==> config.mk <==
export PLATFORM = sky130hd
export DESIGN_NAME = ssw_ram
export DESIGN_NICKNAME = d
export VERILOG_FILES = /design/src/rtl/ssw_ram.sv
export SDC_FILE = /design/constraint.sdc
export NUM_CORES = 2
export LEC_CHECK = 0
export BUFFER_PORTS_ARGS = -buffer_cell sky130_fd_sc_hd__buf_2
export CAP_MARGIN = 20
export CORE_MARGIN = 3
export CORE_UTILIZATION = 40
export CTS_BUF_LIST = sky130_fd_sc_hd__clkbuf_16
export CTS_CLUSTER_DIAMETER = 80
export CTS_CLUSTER_SIZE = 12
export DETAILED_ROUTE_END_ITERATION = 7
export HOLD_SLACK_MARGIN = 0.12
export SLEW_MARGIN = 20
export SYNTH_ARGS = -nofsm -noshare
export SYNTH_HDL_FRONTEND = slang
export SYNTH_SLANG_ARGS = --single-unit
==> constraint.sdc <==
create_clock -name clk -period 10.35 [get_ports clk]
set_clock_uncertainty 0.1 [all_clocks]
set_input_delay 3.105 -clock clk [delete_from_list [all_inputs] [get_ports clk]]
set_output_delay 3.105 -clock clk [all_outputs]
set_load 0.02 [all_outputs]
==> src/rtl/ssw_ram.sv <==
`timescale 1ns / 1ps
// ----------------------------------------------------------------------------
// ssw_ram
// Generic RAM: one write port, two read ports, registered read data.
// ----------------------------------------------------------------------------
module ssw_ram #(
  parameter int WIDTH = 64,
  parameter int DEPTH = 64
) (
  input  logic                                      clk,
  input  logic                                      we,
  input  logic [((DEPTH > 1) ? $clog2(DEPTH) : 1)-1:0] waddr,
  input  logic [WIDTH-1:0]                          wdata,
  input  logic [((DEPTH > 1) ? $clog2(DEPTH) : 1)-1:0] raddr_a,
  input  logic [((DEPTH > 1) ? $clog2(DEPTH) : 1)-1:0] raddr_b,
  output logic [WIDTH-1:0]                          rdata_a,
  output logic [WIDTH-1:0]                          rdata_b
);

  logic [WIDTH-1:0] mem [DEPTH];

  always_ff @(posedge clk) begin
    if (we) begin
      mem[waddr] <= wdata;
    end
    rdata_a <= mem[raddr_a];
    rdata_b <= mem[raddr_b];
  end

endmodule

**After elaboration in Yosys (flattened, before gate mapping)**

Memory sizes are Yosys's and may differ from the RTL's. A register that Yosys moved wholly into a read port is not among the register bits.
Index checks and enable logic that the tools add are counted.

- Memories: 1
- Flip-flop bits (word level): 0
- Input bits: 84
- Word-level logic and storage cells: 3
- Memory bits (writable): 4096
- Output and inout bits: 128

- Multiplexer cells: 2

Memory list:

| name | depth | bits a word | rd ports | clocked after memory_dff | wr ports | line | text |
|---|---|---|---|---|---|---|---|
| mem | 64 | 64 | 2 | 2 | 1 | 20 | `logic [WIDTH-1:0] mem [DEPTH];` |

Operators with widths:

| kind | count |
|---|---|
| 2-to-1 mux 1 bit | 2 |

**Longest topological paths before layout**

- Word-level depth: 2
- Depth in mapped cells: 9
- Depth with buffers taken out: 5

**Worst setup path before layout**

OpenSTA, ideal clock, no wires.

- Kind: input to register
- Start point: in waddr[3] (netlist bit)
- End point: mem mem[48][0] (enable)
- Stages: 4
- Library setup time: 0.564 ns
- Buffers on the path: 1
- Required time: 9.686 ns
- Slack: 1.735 ns
- Arrival: 7.951 ns
- Cell sequence: clkbuf_1 > nor2b_1 > nand4b_1 > nor3_1

RTL lines:

| what | line | text |
|---|---|---|
| start: declaration | 12 | `input logic [((DEPTH > 1) ? $clog2(DEPTH) : 1)-1:0] waddr,` |
| end: declaration | 20 |  |

Straight into the memory's write port.

==> reports/results.md <==
| Item | Value | Unit |
| --- | --- | --- |
| Worst-case clock buffer depth | 4 | - |
| TritonCTS Sinks | 4224 | - |
| Leading cell type in the layout, fill and taps excluded | edfxtp_1 | - |
| Final setup vio count | 0 | - |
| Critical register-to-register path endpoint | rdata_a[16]$_DFF_P_ | - |
| Starting density of the core | 0.402 | - |
| Drt wl/cell | 44.8 | um |
| Critical path class | input port to flop | - |
| HPWL Detailed | 403000 | um |
| Mean cell area of the mapped netlist | 21.2 | sq um |
| Core Footprint | 468000 | sq um |
| Final instance area | 209000 | sq um |
| Post-CTS setup buffer count | 0 | - |
| Number of antenna violations at the first check in global routing | 104 | - |
| CTS HTree Levels | 5 | - |
| Cells on worst reg2reg path | 5 | - |
| Total placed instance area | 197000 | sq um |
| Pre-Repair DR Iteration Count | 5 | - |
| Sum of routed wire segments on met1 | 244000 | um |
| Pins over their slew limit | 0 | - |
| Share of flip-flops with an asynchronous set or reset | 0 | - |
| Capture point of the worst path | rdata_a[9]$_DFF_P_ | - |
| Post-CTS sizing | 0 | - |
| Sum of met3 wire segment lengths after detailed routing | 96300 | um |
| Internal reg-to-reg setup slack | 7.66 | ns |
| TritonCTS Buffers | 393 | - |
| Die footprint | 478000 | sq um |
| Clock latency at the later pin of the worst-skew pair | 1.04 | ns |
| Path category of the worst min-delay check | flop to flop | - |
| Headroom to the max-slew limit | 0.137 | - |
| Clock-pin slew reported for the worst setup and hold paths after clock tree synthesis | 0.06 | ns |
| Largest fanout of any net on the critical path | 20 | - |
| Global-route wire length before repair | 953000 | um |
| Setup crit start kind | input port | - |
| Post-synth cell types | 42 | - |
| Slew at the pin closest to its max-slew limit | 1.29 | ns |
| Initial DRC count | 19300 | - |
| Fillers | 39100 | - |
| Placer Congestion | 0.854 | - |
| Area taken by flip-flops and latches | 126000 | sq um |
| Syn Inst Count | 8841 | - |
| DR WL met2 | 323000 | um |
| Static Leakage | 64.4 | nW |
| Data arrival time of the critical path | 7.02 | ns |
| Critical Path Start | raddr_a[3] | - |
| Remaining number of nets flagged by the antenna check after routing | 0 | - |
| Master cell of the clock root buffer | clkbuf_16 | - |
| Post-CTS Hold Buffers | 0 | - |
| Final Critical Period | 6.31 | ns |
| Overall Global Routing Usage | 0.290 | - |
| Number of global-route vias before repair | 110000 | - |
| Final critical-path share of the clock period | 0.609 | - |
| Final worst-path setup slack | 4.04 | ns |
| Via count | 111000 | - |
| Port Buf Inserts | 211 | - |
| Kind of capture point of the worst setup path | flop | - |
| Footprint of the multi-input gates | 59200 | sq um |
| Remaining routing DRC violations | 0 | - |
| Commonest non-fill, non-tap cells in the layout | 4096 x edfxtp_1, 2016 x mux4_2, 533 x o22ai_1 | - |
| Layout cell share with drive strength beyond 1 | 0.338 | - |
| X dimension of the die | 691 | um |
| Portion of the post-synthesis area used by sequential elements | 0.669 | - |
| Drt via density | 7.04 | - |
| Power per standard cell area | 171 | nW/um^2 |
| Synthesized cell area | 188000 | sq um |
| Data required, critical path | 11.07 | ns |
| Result of the run | completed | - |
| Standard-cell row count | 251 | - |
| Final count of hold timing violations | 0 | - |
| Clock tree from TritonCTS | yes | - |
| Final layout net count | 9150 | - |
| Global route overflow | 0 | - |
| WL final | 704000 | um |
| Highest routed metal layer | met5 | - |
| Nets in the synthesized netlist | 8925 | - |
| Dpl cells | 14900 | - |
| Die extent in y | 691 | um |
| Pre-CTS WS | 3.21 | ns |
| Count of maximum capacitance violations | 0 | - |
| Post-synth top flop | edfxtp_1 | - |
| Worst VDD drop | 0.000182 | V |
| Pin count of the biggest net entering global routing | 104 | - |
| Count of synthesis-stage warnings from yosys | 0 | - |
| Final sum of negative setup slack | 0 | ns |
| Highest Clock Rate | 159 | MHz |
| Source of the worst register-to-register timing path | mem[51][16]$_DFFE_PP_ | - |
| Count of flip-flops with a built-in enable after synthesis | 4096 | - |
| FF+latch count, synth | 4224 | - |
| Post-layout power | 35.8 | mW |
| Final standard cell count with taps included and fillers excluded | 15700 | - |
| Count of pins on the block boundary | 212 | - |
| Area growth syn-to-layout | 11.3 | % |
| Setup repair after global routing missed its margin | false | - |
-- worst max-delay path, stage by stage --
cell and delay [ns]:
buf_2 0.64, nor2b_4 1.10, buf_4 0.61, a22o_1 0.28, a221oi_1 0.11, a221oi_1 1.04
-- kinds of logic (layout without fill, tap and decap cells) --
kind of cell | Yosys count | count (layout) | synth area share
compound gates | 1247 | 1247 | 0.0480
mux | 2209 | 2209 | 0.252
other cells | 0 | 151 | 0
simple gates | 418 | 418 | 0.0108
flops | 4224 | 4224 | 0.669
buf+inv | 743 | 1277 | 0.0205
-- cell type report --
| type | count | area share |
|---|---|---|
| Clock inverter | 304 | 0.00702 |
| Antenna cell | 151 | 0.00181 |
| Sequential cell | 4224 | 0.601 |
| Timing Repair Buffer | 572 | 0.0222 |
| Tap cell | 6198 | 0.0371 |
| Clock buffer | 400 | 0.0479 |
| Multi-Input combinational cell | 3874 | 0.283 |
| Inverter | 1 | 0.0000299 |
-- registers in the layout, indices dropped and copies added (netlist names) --
name,cells
rdata_b,64
rdata_a,64
mem,4096
-- through the flow --
stage | hold slack, ns | utilization
after floorplan | 0.676 | -
after CTS | 0.762 | 0.446
after detailed placement | 0.753 | 0.421
final | 0.780 | 0.447
after global placement | 0.744 | 0.421
after global routing | 0.798 | 0.447
-- synthesized netlist by cell type, types with 18 or more instances --
cell | instances | share of area
a211oi_1 | 79 | 0.0032
a21oi_1 | 128 | 0.0034
a221oi_1 | 134 | 0.0062
a221oi_2 | 19 | 0.0015
a22o_1 | 136 | 0.0063
a22oi_1 | 37 | 0.0015
buf_1 | 33 | 0.00066
buf_2 | 242 | 0.0064
buf_4 | 140 | 0.0056
buf_6 | 30 | 0.0018
clkbuf_1 | 296 | 0.0059
dfxtp_1 | 128 | 0.014
edfxtp_1 | 4096 | 0.65
mux2i_1 | 177 | 0.0094
mux4_2 | 2016 | 0.24
nand2_1 | 39 | 0.00078
nand2b_1 | 18 | 0.00060
nand3_1 | 18 | 0.00048
nor2_1 | 164 | 0.0033
nor2b_1 | 30 | 0.0010
nor3_1 | 63 | 0.0017
nor4_1 | 55 | 0.0018
o221ai_1 | 73 | 0.0034
o22a_1 | 51 | 0.0024
o22ai_1 | 533 | 0.018
-- metal layers --
metal | up-vias | GRT usage
met3 | 1733 | 0.0846
met4 | 42 | 0.144
met1 | 60100 | 0.381
met5 | - | 0
li1 | 40200 | -
met2 | 8724 | 0.444
-- power breakdown --
group / leakage [nW] / internal, mW / total (mW) / switching [mW]
Sequential: 37.9 / 18.9 / 19.2 / 0.222
Clock: 6.59 / 6.97 / 13.5 / 6.56
Combinational: 19.9 / 1.14 / 3.08 / 1.94
Total: 64.4 / 27.0 / 35.8 / 8.73
-- worst min-delay path by stage --
stage	depth (start not counted)	endpoint	slack [ns]	from
detailed placement	4	rdata_b[25]$_DFF_P_	0.75	mem[51][25]$_DFFE_PP_
finish	4	rdata_b[55]$_DFF_P_	0.78	mem[53][55]$_DFFE_PP_
floorplan	5	rdata_b[15]$_DFF_P_	0.68	mem[2][15]$_DFFE_PP_
global placement	4	rdata_b[25]$_DFF_P_	0.74	mem[54][25]$_DFFE_PP_
CTS	4	rdata_b[55]$_DFF_P_	0.76	mem[53][55]$_DFFE_PP_
global route	4	rdata_b[55]$_DFF_P_	0.80	mem[53][55]$_DFFE_PP_
(Power assumes the default switching activity.)
