**config.mk**
```make
export PLATFORM = sky130hd
export DESIGN_NAME = ssw_ctrl
export DESIGN_NICKNAME = d
export VERILOG_FILES = /design/src/rtl/ssw_pkg.sv /design/src/rtl/ssw_ctrl.sv
export SDC_FILE = /design/constraint.sdc
export NUM_CORES = 1
export LEC_CHECK = 0
export BUFFER_PORTS_ARGS = -buffer_cell sky130_fd_sc_hd__buf_2
export CAP_MARGIN = 25
export CORE_AREA = 5 5 42 44
export DETAILED_ROUTE_END_ITERATION = 8
export DIE_AREA = 0 0 47 49
export PLACE_DENSITY_LB_ADDON = 0.2
export SETUP_SLACK_MARGIN = 0.2
export SKIP_LAST_GASP = 1
export SLEW_MARGIN = 10
export SYNTH_ARGS = -nofsm -noshare
export SYNTH_HDL_FRONTEND = slang
export SYNTH_SLANG_ARGS = --single-unit
```
**constraint.sdc**
```tcl
create_clock -name clk -period 1.57 [get_ports clk]
set_clock_uncertainty 0.15 [all_clocks]
set_input_delay 0.157 -clock clk [delete_from_list [all_inputs] [get_ports clk]]
set_output_delay 0.157 -clock clk [all_outputs]
set_load 0.02 [all_outputs]
```
**src/rtl/ssw_pkg.sv**
```systemverilog
`timescale 1ns / 1ps
// ----------------------------------------------------------------------------
// ssw_pkg
// Shared types and constants for the subset-sum window check.
// ----------------------------------------------------------------------------
package ssw_pkg;

  localparam int AMOUNT_W        = 24;   // width of one amount
  localparam int CFG_W           = 12;   // width of target_sum and tolerance
  localparam int CFG_IDX_W       = 4;    // width of the register index
  localparam int UPPER_W         = 13;   // target_sum + tolerance
  localparam int WORD_W          = 64;   // bits per word of the sum set
  localparam int SHIFT_W         = 6;    // log2 of WORD_W
  localparam int MAX_SUM_DEFAULT = 4095;

  typedef enum logic [CFG_IDX_W-1:0] {
    CFG_TARGET_SUM = 4'd0,
    CFG_TOLERANCE  = 4'd1
  } cfg_reg_t;

  // Commands from the controller to the datapath.
  typedef struct packed {
    logic load_item;    // latch a new amount and start a pass
    logic load_wipe;    // start a pass that only clears the set
    logic issue;        // issue one word of the pass
    logic result_load;  // move the result into the output register
  } ssw_cmd_t;

  // Status from the datapath to the controller.
  typedef struct packed {
    logic issue_done;   // last slot of the pass is being issued
    logic report;       // current pass ends in a result
  } ssw_status_t;

endpackage

```
**src/rtl/ssw_ctrl.sv**
```systemverilog
`timescale 1ns / 1ps
// ----------------------------------------------------------------------------
// ssw_ctrl
// Sequencer: clearing pass after reset, one sweep per amount, result hand-off.
// ----------------------------------------------------------------------------
module ssw_ctrl (
  input  logic                  clk,
  input  logic                  rst,
  input  logic                  item_valid,
  output logic                  item_ready,
  output logic                  result_valid,
  input  logic                  result_ready,
  output ssw_pkg::ssw_cmd_t     cmd,
  input  ssw_pkg::ssw_status_t  status
);

  typedef enum logic [4:0] {
    ST_INIT   = 5'b00001,
    ST_IDLE   = 5'b00010,
    ST_SWEEP  = 5'b00100,
    ST_DRAIN  = 5'b01000,
    ST_RESULT = 5'b10000
  } state_t;

  state_t state;
  state_t state_next;

  always_comb begin
    state_next = state;
    cmd        = '0;
    item_ready = 1'b0;
    case (state)
      ST_INIT: begin
        cmd.load_wipe = 1'b1;
        state_next    = ST_SWEEP;
      end
      ST_IDLE: begin
        item_ready = 1'b1;
        if (item_valid) begin
          cmd.load_item = 1'b1;
          state_next    = ST_SWEEP;
        end
      end
      ST_SWEEP: begin
        cmd.issue = 1'b1;
        if (status.issue_done) begin
          state_next = ST_DRAIN;
        end
      end
      ST_DRAIN: begin
        // last write of the pass lands in this cycle
        state_next = status.report ? ST_RESULT : ST_IDLE;
      end
      ST_RESULT: begin
        if (!result_valid || result_ready) begin
          cmd.result_load = 1'b1;
          state_next      = ST_IDLE;
        end
      end
      default: begin
        state_next = ST_INIT;
      end
    endcase
  end

  always_ff @(posedge clk) begin
    if (rst) begin
      state        <= ST_INIT;
      result_valid <= 1'b0;
    end else begin
      state <= state_next;
      if (cmd.result_load) begin
        result_valid <= 1'b1;
      end else if (result_ready) begin
        result_valid <= 1'b0;
      end
    end
  end

endmodule

```
### Yosys cells after proc, flatten, opt, wreduce, memory -nomap -nowiden

Cells that the tools add are included.

| operators by class | value |
|---|---|
| multiplexer cells | 14 |
| equal/unequal tests | 8 |
| reduce and logical (&&, ||, !) cells | 4 |

Operator list:

| cell | count |
|---|---|
| 5-bit case mux with 5 select lines | 1 |
| 5-bit 2-to-1 mux | 4 |
| 1-bit 2-to-1 mux | 9 |
| 2-bit inequality test, second input constant | 3 |
| 5-bit by 1-bit equality test with 1-bit output, second input constant | 1 |
| 5-bit by 2-bit equality test with 1-bit output, second input constant | 1 |
| 5-bit by 3-bit equality test with 1-bit output, second input constant | 1 |
| 5-bit by 4-bit equality test with 1-bit output, second input constant | 1 |
| 5-bit equality test, second input constant | 1 |
| 3-bit AND reduction | 1 |
| 2-bit nonzero test | 1 |
| 1-bit logical NOT | 1 |
| 1-bit logical OR | 1 |

| storage, ports and cells | value |
|---|---|
| register bits after elaboration | 6 |
| word-level logic and storage cells | 28 |
| output and inout port bits | 6 |

### Longest topological paths before layout

| depth | value |
|---|---|
| word-level depth | 5 |
| depth in mapped cells | 4 |
| mapped depth without buffers | 3 |

### Least setup slack after synthesis

OpenSTA, ideal clock, no wires.

| path | value |
|---|---|
| path type | reg2out |
| start point | register state[3] |
| end point | output cmd[3] (netlist bit) |
| data arrival time | 1.356 ns |
| stages on the path, launching flop included | 4 |
| path slack | -0.093 ns |
| data required time | 1.263 ns |
| path through | dfxtp_1 or3_4 nor2_1 and2_1 |

RTL lines:

| item | line | source |
|---|---|---|
| start: declaration | ssw_ctrl.sv:25 | `state_t state;` |
| start signal: assignment | ssw_ctrl.sv:71 | `state <= state_next;` |
| end: declaration | ssw_ctrl.sv:13 | `output ssw_pkg::ssw_cmd_t cmd,` |

==> impl_metrics.py <==
metrics = {
    "clocking": {
        "cts.clk_slew.worst_paths_ps": 40,
        "cts_sinks": 6,
        "htree_levels": 1,
        "cts_buffers": 3,
        "clk_path_buf_depth": 2,
        "root_buffer": "clkbuf_4",
        "cts_tree": "yes",
        "clk_latency_ps": 250,
    },
    "floorplan": {
        "fp.dieArea_sq_um": 2300,
        "die_h_um": 49,
        "start_util_pct": 29.1,
        "rows": 14,
        "ioPinCount": 12,
        "die_x_um": 47,
        "core_area_sq_um": 1400,
    },
    "timing": {
        "finalMaxSlewViolations": 0,
        "layout_setup_ws_ps": -152,
        "clock.fmax_mhz": 581,
        "slew_headroom_pct": 76.8,
        "setup_violations": 7,
        "tightest_slew_ps": 345,
        "finalWorstPathRequiredPeriod_ps": 1720,
        "hold_violations": 0,
        "grt_setup_unrepaired": "true",
        "finalCritPeriodShare_pct": 110,
    },
    "synth": {
        "synth_top_cell_by_area": "dfxtp_1",
        "mappedNetlistNets": 56,
        "ys_warn_count": 0,
        "synth_seq_cells": 6,
        "yosys.area_share.simple_pct": 44.5,
        "synth_cells": 50,
        "syn_area_sq_um": 408,
        "yosysSeqAreaShare_pct": 29.4,
        "yosys-top-cells-area": "dfxtp_1, nor2_1, nor3b_1",
        "synthAdderAreaFrac_pct": 0,
        "synth-edff-count": 0,
        "avgSynthCellArea_sq_um": 8.16,
        "synthTopCellsByCount": "dfxtp_1, nor2_1, clkbuf_1, nor3b_1, o21ai_0",
        "synth_top_area_share_pct": 29.4,
        "synth_top_family_by_area": "simple AND/OR/NAND/NOR gates",
        "synth_xor_area_share_pct": 2.15,
        "muxShareOfSynthArea_pct": 0,
        "synth_compound_gate_area_share_pct": 18.4,
        "async_flop_share_pct": 0,
        "synth_flop_cell": "dfxtp_1",
        "synth_cell_types": 30,
    },
    "grt": {
        "grt_pass1_vias": 447,
        "antenna_found_initial": 0,
        "grt_pass1_wl_um": 2070,
        "grt_util_all_layers_pct": 12.7,
        "grt_start_max_net_pins": 12,
        "overflow": 0,
    },
    "pwr": {
        "p_seq_share_pct": 30.7,
        "switching_share_pct": 31.2,
        "clkPwrFrac_pct": 26.2,
        "p_comb_share_pct": 43.1,
        "intPower_uw": 393,
        "cellLeakagePower_nw": 0.319,
        "power_per_cell_area_nw_per_um2": 739,
        "vdd_drop_max_uv": 503,
        "p_sw_uw": 178,
        "fin_total_pwr_uw": 570,
    },
    "worst_setup_path": {
        "slowest_stage": "or3_4",
        "start_kind": "flop",
        "critPathTopFamily": "simple AND/OR/NAND/NOR gates",
        "critical_path_class": "reg2out",
        "crit_buf_inv": 2,
        "cpPeakStageDelay_ps": 400,
        "required_ps": 1260,
        "arrival_ps": 1410,
        "path_cells": "or3_4, buf_6, nor2_4, and2_4, buf_6",
        "crit_fanout": 3,
        "end_kind": "output pin",
        "crit_top_cell": "buf_6",
    },
    "job": {
        "drv_cap": 0,
    },
    "placement": {
        "place_ws_ps": -40.2,
        "dp_hpwl_um": 847,
        "numPortBuffers": 11,
        "gp_congestion": 0.797,
    },
    "outcome": {
        "violations": "negative setup slack",
        "outcome": "finished with violations",
    },
    "routing": {
        "final_antenna_net_count": 0,
        "drc_errors": 0,
        "routed_via_density": 5.41,
        "drt_pass1_iterations": 4,
        "dr.max_layer_used": "met4",
        "via_count": 503,
        "drt-met1-wl_um": 600,
        "dr.first_iter.drc_count": 7,
        "drt-total-wl_um": 1380,
        "avgRoutedWirePerCell_um": 14.8,
        "wl_met3_um": 46,
        "wl_met2_um": 682,
    },
    "final_layout": {
        "syn_to_final_growth_pct": 89.3,
        "drive_gt1_share_pct": 66.2,
        "finalNetCount": 85,
        "antenna_cells": 0,
    },
    "hold_path": {
        "min_path_type": "in2reg",
    },
}
[worst register-to-register path, cell delays in order, from the launching register on]
cell,delay (ps)
dfxtp_2,310
or3_4,400
buf_6,140
buf_4,130
o31ai_4,240
buf_6,140
nor4bb_2,40
[layer usage]
metal | track usage, % | vias up
li1 | - | 240
met1 | 15.8 | 250
met2 | 18.1 | 9
met3 | 1.85 | 4
met4 | 11.1 | 0
met5 | 0 | -
[cell families after synthesis]
logic type,after synthesis
XOR/XNOR,1
flip-flops,6
AND/OR/NAND/NOR,28
buffers and inverters,5
AO/OA/AOI/OAI,10
[final timing paths]
| check | start | to | slack (ps) | cells past startpoint |
|---|---|---|---|---|
| worst max-delay path | state[0] | cmd[3] | -150 | 5 |
| worst max register to register | state[0] | state[3] | -110 | 6 |
| worst min-delay path | status[1] | state[3] | 70 | 2 |
| worst min register to register | state[3] | state[2] | 500 | 4 |
[what timing repair did]
item	4_1_cts	5_1_grt
endpoints found under the setup margin	9	9
gates resized for setup	26	11
setup buffers	5	2
hold endpoints to repair	2	0
hold buffers	1	0
pin swaps	7	4
[power groups by stage]
stage               clock network, mW  logic [mW]  registers [mW]
CTS                             0.151       0.217           0.175
global route                    0.158       0.260           0.176
global placement                    0       0.134           0.181
floorplan                           0      0.0854           0.174
finish                          0.149       0.246           0.175
detailed placement                  0       0.134           0.180
[state kept, by name, summed over array words and instances (netlist names)]
signal / count
result_valid: 1
state: 5
[final cells by class]
class / instances / area, sq um
Clock buffer: 3 / 22.5
Fill cell: 132 / 629
Inverter: 1 / 3.75
Multi-Input combinational cell: 39 / 363
Sequential cell: 6 / 128
Tap cell: 16 / 20.0
Timing Repair Buffer: 28 / 235
[cells in the final DEF (no fill, tap or decap), drive strengths merged]
cell,synthesis,final
buf,1,27
nor2,6,6
dfxtp,6,6
o21ai,3,3
clkbuf,3,3
nor3b,3,3
nor2b,2,2
nor3,2,2
and2b,2,2
or3,2,2
o31ai,2,2
nand3,1,1
nand2b,1,1
and3,1,1
and2,1,1
and4bb,1,1
nand2,1,1
nand4,1,1
inv,1,1
a21oi,1,1
and4,1,1
o311ai,1,1
a2111oi,1,1
or2b,1,1
nor4,1,1
xor2,1,1
o211a,1,1
a31oi,1,1
nor4bb,1,1
dlygate4sd3,0,1
[metrics by stage]
step | util [%] | area [sq um] | hold slack, ps | std cells | TNS (ps)
4_1_cts | 49.6 | 696 | 41.0 | 91 | -408
6_report | 55.1 | 772 | 66.3 | 93 | -701
3_5_place_dp | 38.4 | 538 | 232 | 82 | -40.2
2_1_floorplan | - | 418 | 79.4 | 50 | -45.3
5_1_grt | 55.1 | 772 | 69.9 | 93 | -980
3_3_place_gp | 38.4 | 538 | 230 | 82 | -21.6
No activity file was read; power rests on OpenSTA's default activity.
