**config.mk**
```make
export PLATFORM = sky130hd
export DESIGN_NAME = ssw_datapath
export DESIGN_NICKNAME = d
export VERILOG_FILES = /design/src/rtl/ssw_pkg.sv /design/src/rtl/ssw_datapath.sv
export SDC_FILE = /design/constraint.sdc
export NUM_CORES = 1
export LEC_CHECK = 0
export ABC_AREA = 0
export BUFFER_PORTS_ARGS = -buffer_cell sky130_fd_sc_hd__buf_2
export CELL_PAD_IN_SITES_DETAIL_PLACEMENT = 1
export CELL_PAD_IN_SITES_GLOBAL_PLACEMENT = 1
export CORE_MARGIN = 2
export CORE_UTILIZATION = 35
export CTS_BUF_LIST = sky130_fd_sc_hd__clkbuf_8
export DETAILED_ROUTE_END_ITERATION = 16
export PLACE_DENSITY_LB_ADDON = 0.05
export SYNTH_ARGS = -nofsm -noshare
export SYNTH_HDL_FRONTEND = slang
export SYNTH_SLANG_ARGS = --single-unit
```
**constraint.sdc**
```tcl
create_clock -name clk -period 6.71 [get_ports clk]
set_input_delay 0.671 -clock clk [delete_from_list [all_inputs] [get_ports clk]]
set_output_delay 0.671 -clock clk [all_outputs]
set_load 0.01 [all_outputs]
```
**src/rtl/ssw_pkg.sv**
```systemverilog
`timescale 1ns / 1ps
// ----------------------------------------------------------------------------
// ssw_pkg
// Shared types and constants for the subset-sum window check.
// ----------------------------------------------------------------------------
package ssw_pkg;

  localparam int AMOUNT_W        = 24;   // width of one amount
  localparam int CFG_W           = 12;   // width of target_sum and tolerance
  localparam int CFG_IDX_W       = 4;    // width of the register index
  localparam int UPPER_W         = 13;   // target_sum + tolerance
  localparam int WORD_W          = 64;   // bits per word of the sum set
  localparam int SHIFT_W         = 6;    // log2 of WORD_W
  localparam int MAX_SUM_DEFAULT = 4095;

  typedef enum logic [CFG_IDX_W-1:0] {
    CFG_TARGET_SUM = 4'd0,
    CFG_TOLERANCE  = 4'd1
  } cfg_reg_t;

  // Commands from the controller to the datapath.
  typedef struct packed {
    logic load_item;    // latch a new amount and start a pass
    logic load_wipe;    // start a pass that only clears the set
    logic issue;        // issue one word of the pass
    logic result_load;  // move the result into the output register
  } ssw_cmd_t;

  // Status from the datapath to the controller.
  typedef struct packed {
    logic issue_done;   // last slot of the pass is being issued
    logic report;       // current pass ends in a result
  } ssw_status_t;

endpackage

```
**src/rtl/ssw_datapath.sv**
```systemverilog
`timescale 1ns / 1ps
// ----------------------------------------------------------------------------
// ssw_datapath
// Word sweep over the sum set: shift-or with cap mask, window scan, clear.
// ----------------------------------------------------------------------------
module ssw_datapath #(
  parameter int MAX_SUM = ssw_pkg::MAX_SUM_DEFAULT
) (
  input  logic                              clk,
  input  logic                              rst,
  input  ssw_pkg::ssw_cmd_t                 cmd,
  output ssw_pkg::ssw_status_t              status,
  input  logic [ssw_pkg::CFG_W-1:0]         target_sum,
  input  logic [ssw_pkg::CFG_W-1:0]         tolerance,
  input  logic [ssw_pkg::AMOUNT_W-1:0]      amount,
  input  logic                              last,
  output logic                              found,
  output logic                              out_of_range,
  output logic                              wr_en,
  output logic [((MAX_SUM / ssw_pkg::WORD_W + 1 > 1) ?
                 $clog2(MAX_SUM / ssw_pkg::WORD_W + 1) : 1)-1:0] wr_addr,
  output logic [ssw_pkg::WORD_W-1:0]        wr_data,
  output logic [((MAX_SUM / ssw_pkg::WORD_W + 1 > 1) ?
                 $clog2(MAX_SUM / ssw_pkg::WORD_W + 1) : 1)-1:0] rd_addr_a,
  output logic [((MAX_SUM / ssw_pkg::WORD_W + 1 > 1) ?
                 $clog2(MAX_SUM / ssw_pkg::WORD_W + 1) : 1)-1:0] rd_addr_b,
  input  logic [ssw_pkg::WORD_W-1:0]        rd_data_a,
  input  logic [ssw_pkg::WORD_W-1:0]        rd_data_b
);

  localparam int WORDS  = MAX_SUM / ssw_pkg::WORD_W + 1;
  localparam int ADDR_W = (WORDS > 1) ? $clog2(WORDS) : 1;
  localparam int CNT_W  = $clog2(WORDS + 1);
  localparam int BASE_W = ADDR_W + ssw_pkg::SHIFT_W;
  localparam int CMP_W  = ((BASE_W > ssw_pkg::UPPER_W) ? BASE_W : ssw_pkg::UPPER_W) + 1;
  localparam int WS_W   = ssw_pkg::UPPER_W - ssw_pkg::SHIFT_W;
  localparam int DIFF_W = ((ADDR_W > WS_W) ? ADDR_W : WS_W) + 1;
  localparam int W      = ssw_pkg::WORD_W;
  localparam int SW     = ssw_pkg::SHIFT_W;

  // bits of the word at base that are at or below lim
  function automatic logic [W-1:0] upto_mask(logic [CMP_W-1:0] base, logic [CMP_W-1:0] lim);
    logic [CMP_W-1:0] k;
    logic [W-1:0]     m;
    k = lim - base;
    if (base > lim) begin
      m = '0;
    end else if (k >= CMP_W'(W - 1)) begin
      m = '1;
    end else begin
      m = ~({W{1'b1}} << (k[SW-1:0] + SW'(1)));
    end
    return m;
  endfunction

  // bits of the word at base that are at or above lo
  function automatic logic [W-1:0] from_mask(logic [CMP_W-1:0] base, logic [CMP_W-1:0] lo);
    logic [CMP_W-1:0] d;
    logic [W-1:0]     m;
    d = lo - base;
    if (lo <= base) begin
      m = '1;
    end else if (d >= CMP_W'(W)) begin
      m = '0;
    end else begin
      m = {W{1'b1}} << d[SW-1:0];
    end
    return m;
  endfunction

  // item registers
  logic [CMP_W-1:0]  cap;
  logic [CMP_W-1:0]  lo;
  logic              oor;
  logic              add_en;
  logic [WS_W-1:0]   ws;
  logic [SW-1:0]     bs;
  logic              clear;
  logic              report;
  logic              found_acc;

  logic [ssw_pkg::UPPER_W-1:0] upper_c;
  logic [ssw_pkg::CFG_W-1:0]   diff_c;
  logic [CMP_W-1:0]            cap_c;
  logic [CMP_W-1:0]            lo_c;
  logic                        oor_c;
  logic                        add_en_c;

  always_comb begin
    upper_c  = ssw_pkg::UPPER_W'(target_sum) + ssw_pkg::UPPER_W'(tolerance);
    oor_c    = CMP_W'(upper_c) > CMP_W'(MAX_SUM);
    cap_c    = oor_c ? CMP_W'(MAX_SUM) : CMP_W'(upper_c);
    diff_c   = target_sum - tolerance;
    if (target_sum >= tolerance && diff_c != '0) begin
      lo_c = CMP_W'(diff_c);
    end else begin
      lo_c = CMP_W'(1);
    end
    add_en_c = (amount != '0) && (amount <= ssw_pkg::AMOUNT_W'(cap_c));
  end

  // issue stage
  logic [CNT_W-1:0]  cnt;
  logic [CNT_W-1:0]  idx_w;
  logic [ADDR_W-1:0] idx;
  logic              slot_real;
  logic [DIFF_W-1:0] src_diff;
  logic              src_ok;

  assign status.issue_done = (cnt == CNT_W'(WORDS));
  assign status.report     = report;
  assign idx_w     = CNT_W'(WORDS - 1) - cnt;
  assign idx       = idx_w[ADDR_W-1:0];
  assign slot_real = !status.issue_done;
  assign src_diff  = DIFF_W'(idx) - DIFF_W'(ws);
  assign src_ok    = !src_diff[DIFF_W-1];
  assign rd_addr_a = idx;
  assign rd_addr_b = src_diff[ADDR_W-1:0];

  // read stage and combine stage
  logic              p1_real;
  logic              p1_bok;
  logic [ADDR_W-1:0] p1_idx;
  logic [CMP_W-1:0]  p1_base;
  logic              p2_real;
  logic              p2_bok;
  logic [ADDR_W-1:0] p2_idx;
  logic [W-1:0]      p2_a;
  logic [W-1:0]      p2_b;
  logic [W-1:0]      p2_capm;
  logic [W-1:0]      p2_winm;
  logic [W-1:0]      hi_part;
  logic [W-1:0]      lo_part;
  logic [W-1:0]      merged;

  assign p1_base = CMP_W'({p1_idx, SW'(0)});
  assign hi_part = p2_bok ? (p2_b << bs) : '0;
  assign lo_part = (p1_bok && bs != '0) ? (rd_data_b >> (W - {1'b0, bs})) : '0;
  assign merged  = p2_a | ((hi_part | lo_part) & p2_capm);

  assign wr_en   = p2_real;
  assign wr_addr = p2_idx;
  assign wr_data = clear ? ((p2_idx == '0) ? W'(1) : '0) : merged;

  always_ff @(posedge clk) begin
    if (cmd.load_item) begin
      cap    <= cap_c;
      lo     <= lo_c;
      oor    <= oor_c;
      add_en <= add_en_c;
      ws     <= amount[ssw_pkg::UPPER_W-1:SW];
      bs     <= amount[SW-1:0];
      clear  <= last;
    end else if (cmd.load_wipe) begin
      add_en <= 1'b0;
      clear  <= 1'b1;
    end
    p1_idx  <= idx;
    p2_idx  <= p1_idx;
    p2_a    <= rd_data_a;
    p2_b    <= rd_data_b;
    p2_capm <= upto_mask(p1_base, cap);
    p2_winm <= upto_mask(p1_base, cap) & from_mask(p1_base, lo);
    if (cmd.result_load) begin
      found        <= found_acc;
      out_of_range <= oor;
    end
  end

  always_ff @(posedge clk) begin
    if (rst) begin
      cnt       <= '0;
      report    <= 1'b0;
      found_acc <= 1'b0;
      p1_real   <= 1'b0;
      p1_bok    <= 1'b0;
      p2_real   <= 1'b0;
      p2_bok    <= 1'b0;
    end else begin
      if (cmd.load_item || cmd.load_wipe) begin
        cnt       <= '0;
        report    <= cmd.load_item && last;
        found_acc <= 1'b0;
      end else begin
        if (cmd.issue && slot_real) begin
          cnt <= cnt + CNT_W'(1);
        end
        if (p2_real && |(merged & p2_winm)) begin
          found_acc <= 1'b1;
        end
      end
      p1_real <= cmd.issue && slot_real;
      p1_bok  <= cmd.issue && slot_real && add_en && src_ok;
      p2_real <= p1_real;
      p2_bok  <= p1_bok;
    end
  end

endmodule

```
======== Word level (Yosys, flattened, before mapping) ========
Cells that the tools add are included.
cells by class
  $add $sub $neg .......................... 9
  magnitude comparators ................... 7
  equal/unequal tests ..................... 1
  shift operators ......................... 4
  multiplexer cells ....................... 13
  bitwise operators ....................... 6
  reductions and logical operators ........ 18
operator list
  cell                                                                     number
  64-bit two-way mux                                                       7
  64-bit AND                                                               3
  64-bit OR                                                                2
  64-bit by 6-bit << shifter with 64-bit output (first input constant)     2
  64-bit NOT                                                               1
  64-bit OR reduction                                                      1
  64-bit by 6-bit << shifter with 64-bit output                            1
  64-bit by 32-bit >> shifter with 64-bit output                           1
  14-bit by 12-bit subtractor with 14-bit output                           2
  24-bit by 13-bit less-or-equal comparator with 1-bit output              1
  24-bit nonzero test                                                      1
  14-bit by 6-bit >= comparator with 1-bit output (second input constant)  1
  14-bit by 7-bit >= comparator with 1-bit output (second input constant)  1
  12-bit by 14-bit > comparator with 1-bit output                          1
  14-bit by 12-bit less-or-equal comparator with 1-bit output              1
  12-bit by 12-bit adder with 13-bit output                                1
  13-bit by 12-bit > comparator with 1-bit output (second input constant)  1
  13-bit two-way mux                                                       1
  12-bit >= comparator                                                     1
  12-bit nonzero test                                                      1
  12-bit subtractor                                                        1
  1-bit logical AND                                                        8
  6-bit by 7-bit subtractor with 8-bit output                              1
  7-bit by 6-bit subtractor with 8-bit output (first input constant)       1
  other kinds (11)                                                         16
storage, ports and cells
  register bits ........................... 327
  bits of input ports ..................... 183
  output and inout bits ................... 87
  logic and storage cells ................. 81

======== Logic depth before layout (Yosys ltp) ========
  word-level depth ........................ 9
  mapped depth ............................ 25
  depth with buffers taken out ............ 24

======== Worst setup path after synthesis ========
Ideal clock, no wire load.
  path type ............................... input to register
  start ................................... input port tolerance[2] (netlist bit)
  end ..................................... register add_en, data pin
  library setup time ...................... 0.174 ns
  arrival ................................. 4.739 ns
  required time ........................... 6.536 ns
  path slack .............................. 1.797 ns
  stages .................................. 25
  buffers on the path ..................... 2
  path through ............................ inv_1 ha_1 clkbuf_1 o21bai_1 a21oi_1 o21bai_1 a21oi_1 o21ai_0 a21oi_1 o21ai_0 a21oi_1 o31a_1 clkbuf_1 and2_1 ha_1 a21o_1 a21o_1 a21o_1 a21o_1 a21o_1 a21o_1 a221o_1 a21oi_1 a31oi_1 a311oi_1
between the ends
  word-level cells in the longest chain between the ends .. 6
RTL lines
  element                                                          line                 source
  start, declared                                                  ssw_datapath.sv:14   input logic [ssw_pkg::CFG_W-1:0] tolerance,
  12-bit by 12-bit adder with 13-bit output (*)                    ssw_datapath.sv:90   upper_c = ssw_pkg::UPPER_W'(target_sum) + ssw_pkg::UPPER_W'(tolerance);
  13-bit by 12-bit > comparator with 1-bit output                  ssw_datapath.sv:91   oor_c = CMP_W'(upper_c) > CMP_W'(MAX_SUM);
  13-bit two-way mux (*)                                           ssw_datapath.sv:92   cap_c = oor_c ? CMP_W'(MAX_SUM) : CMP_W'(upper_c);
  24-bit by 13-bit less-or-equal comparator with 1-bit output (*)  ssw_datapath.sv:99   add_en_c = (amount != '0) && (amount <= ssw_pkg::AMOUNT_W'(cap_c));
  1-bit logical AND (*)                                            ssw_datapath.sv:99
  1-bit two-way mux (*)                                            ssw_datapath.sv:146  if (cmd.load_item) begin
  end signal, assigned                                             ssw_datapath.sv:150  add_en <= add_en_c;
  end, declared                                                    ssw_datapath.sv:75   logic add_en;
Every way passes the cells marked *; elsewhere a longest branch is shown, timed or not.
A chain may end at the register's enable or synchronous reset.

======== Worst setup path in the final report ========
  start ................................... register bs[1]
  end ..................................... output port wr_data[15] (netlist bit)
between the ends
  word-level cells in the longest chain between the ends .. 7
  elaborated cells between the ends (all ways) .. 11
  classes of those cells .................. add/sub (1); shift (2); mux (3); bitwise (3); reduce/logical (2)
RTL lines
  element                                                                                     line                 source
  start, declared                                                                             ssw_datapath.sv:77   logic [SW-1:0] bs;
  start signal, assigned                                                                      ssw_datapath.sv:152  bs <= amount[SW-1:0];
  7-bit by 6-bit subtractor with 8-bit output / 6-bit nonzero test (equally long branches)    ssw_datapath.sv:138  assign lo_part = (p1_bok && bs != '0) ? (rd_data_b >> (W - {1'b0, bs})) : '0;
  64-bit by 32-bit >> shifter with 64-bit output / 1-bit logical AND (equally long branches)  ssw_datapath.sv:138
  64-bit two-way mux                                                                          ssw_datapath.sv:138
  64-bit OR (*)                                                                               ssw_datapath.sv:139  assign merged = p2_a | ((hi_part | lo_part) & p2_capm);
  64-bit AND (*)                                                                              ssw_datapath.sv:139
  64-bit OR (*)                                                                               ssw_datapath.sv:139
  64-bit two-way mux (*)                                                                      ssw_datapath.sv:143  assign wr_data = clear ? ((p2_idx == '0) ? W'(1) : '0) : merged;
  end, declared                                                                               ssw_datapath.sv:22   output logic [ssw_pkg::WORD_W-1:0] wr_data,
Marks and branches as above.

==> metrics <==
pwr dens 249.7 mW/mm^2; Vias 24529; Core Area 0.06692 mm^2; Lkg Pwr 10.99 nW; DRT iter0 DRCs 3122; Crit. End Element primary output; post-synthesis simple-gate area fraction 0.1638; main flop type after synthesis dfxtp_1; worst path required time 6040 ps; FF+latch count, synth 324; Arrival @ worst endpoint 5400 ps; total iterations of the first detailed-routing run 6; Final Routed Wirelength 135200 um; CP startpoint kind register; # port buffers 269; Avg WL per Cell 36.37 um; post-layout util 0.4040; Final WS setup 636.0 ps; # hold bufs at CTS 0; global-route wire length before repair 187100 um; FP Rows 95; Design Power 6.751 mW; CTS clk-pin slew, worst paths 60 ps; Tmin final 6074 ps; Die Y 263.7 um; gr usage total 0.3771; placer's final routability congestion estimate 1.039; die width 263.7 um; layout cells sized above 1 0.2440; Ports 270; clock sink total 324; Sum Neg Setup Slack 0 ps; post-synth top area cell dfxtp_1; CTS resizes 0; final-stage net count 3045; synthesis-to-finish area growth 14.56%; Post-synth EDFFs 43; TritonCTS buffer count 58; CTS max path bufs 3; max cap viols 0; postcts setup bufs 0; Critical Path Fanout Max 34; final instance area 0.02703 mm^2; die area 0.06951 mm^2; Finished Layout Cells 3719; Syn Nets 2827; dpl cell area 0.02578 mm^2; post-synthesis async set-or-reset flop share 0; actual slew at the worst max-slew pin 1394 ps; DRC 0; H-tree Lvls 2; post-synthesis compound-gate area fraction 0.1966; leading cell types in the layout, fill and taps excluded dfxtp_1, nand2_1, buf_2, nor2_1, mux4_2; Slew headroom 0.06106; Root Buffer clkbuf_8; Max Clock Skew 90.46 ps; average cell area after synthesis 9.157 um^2; initial antenna violation count 13; post-synthesis sequential area ratio 0.2931; GRT overflow 0; Placed Cells 3608; worst-skew pair later-pin latency 760 ps; Synth Instances 2577; worst min path class input pin to register; Final Hold Viols 0; number of global-route vias before repair 24009; Final HPWL DP 108200 um; final setup fails 0; kind of critical path register to primary output; Fillers 7808; post-synthesis mux area share 0.2392; Antenna Nets Post-Route 0; period utilisation layout 0.9052; synth unique cells 94; Synth Warn # 0; largest cells by area after synthesis dfxtp_1, mux4_2, edfxtp_1, mux2i_1, nand2_1; Worst VDD drop 0.1457 mV; post-synth top area share 0.2384; CTS tree yes; dpl ws 1085 ps; XOR/XNOR Fraction of Synth Area 0.01336; Initial Utilization 0.3526; largest family of logic cells by synthesized area multiplexers; mapped cell area 0.02360 mm^2; hold slack 41.47 ps; Synth Area in Adders 0.03712; RSZ-0062 raised after global routing no; f_max 0.1646 GHz; largest net degree at the start of global routing 124; status finished, final reports clean; most common cell after layout, fill and taps aside dfxtp_1; Max Transition Viols Final 0; Avg Vias per Cell 6.596
layout make-up:
type                    instances  area, um^2  share of cell area
flip-flops and latches        324        6917              0.2559
well taps                     873        1092             0.04041
multi-input cells            1956       15410              0.5701
clock inverters                36       246.5            0.009118
inverters                     116       435.4             0.01611
repair buffers                339        1922             0.07109
clock buffers                  73        1005             0.03717
diodes                          2       5.005           0.0001851
worst max-delay path: stages (launching register included):
cell and delay, ps:
edfxtp_1 420, clkinv_1 100, buf_4 230, ha_2 870, buf_4 440, mux4_2 410, mux2i_1 480, mux4_2 350
nor2_1 70, o21ai_0 940, a21oi_1 170, buf_2 190
logic make-up (layout without fill, tap and decap cells):
family | count (synthesis) | after routing
xor gates and xnor gates | 36 | 36
muxes | 335 | 335
and+or+nand+nor | 832 | 832
DFF | 324 | 324
AOI/OAI and AO/OA | 684 | 684
other | 2 | 4
adders and majority gates | 67 | 67
buffers and inverters | 297 | 564
sequential cells by signal (all words and copies together) (netlist names), 6 cells and up:
register / cells
wr_addr: 6
ws: 7
cap: 13
lo: 12
p1_idx: 6
p2_winm: 64
p2_b: 64
cnt: 7
p2_a: 64
bs: 6
p2_capm: 64
report_power, final:
part           switching [mW]  internal (mW)  leakage (nW)  total (mW)
sequential              0.210           2.16          2.78        2.37
combinational            1.51          0.824          7.50        2.34
clock                   0.973           1.07         0.709        2.04
path summary, 6_finish.rpt:
| path | start | endpoint | slack (ps) | cells after the start |
|---|---|---|---|---|
| worst min register to register | p1_idx[4] | wr_addr[4] | 350 | 0 |
| worst max register to register | bs[1] | found_acc | 1360 | 13 |
| worst min-delay path | rd_data_a[30] | p2_a[30] | 40 | 1 |
| worst max-delay path | bs[1] | wr_data[15] | 640 | 11 |
per-layer routing:
layer	up-vias	GRT usage	part of all wire
met3	267	0.1005	0.11
met1	12469	0.5197	0.42
met2	1565	0.5662	0.43
met4	18	0.1373	0.040
met5	-	0	0.00092
li1	10210	-	-
synthesized netlist by cell type, types with 43 or more instances:
cell,count
a21oi_1,171
a22oi_1,43
buf_2,49
clkbuf_1,83
dfxtp_1,281
edfxtp_1,43
ha_1,62
inv_1,113
mux2_2,47
mux2i_1,109
mux4_2,178
nand2_1,278
nand3_1,92
nor2_1,226
o21ai_0,115
(Power assumes the default switching activity.)
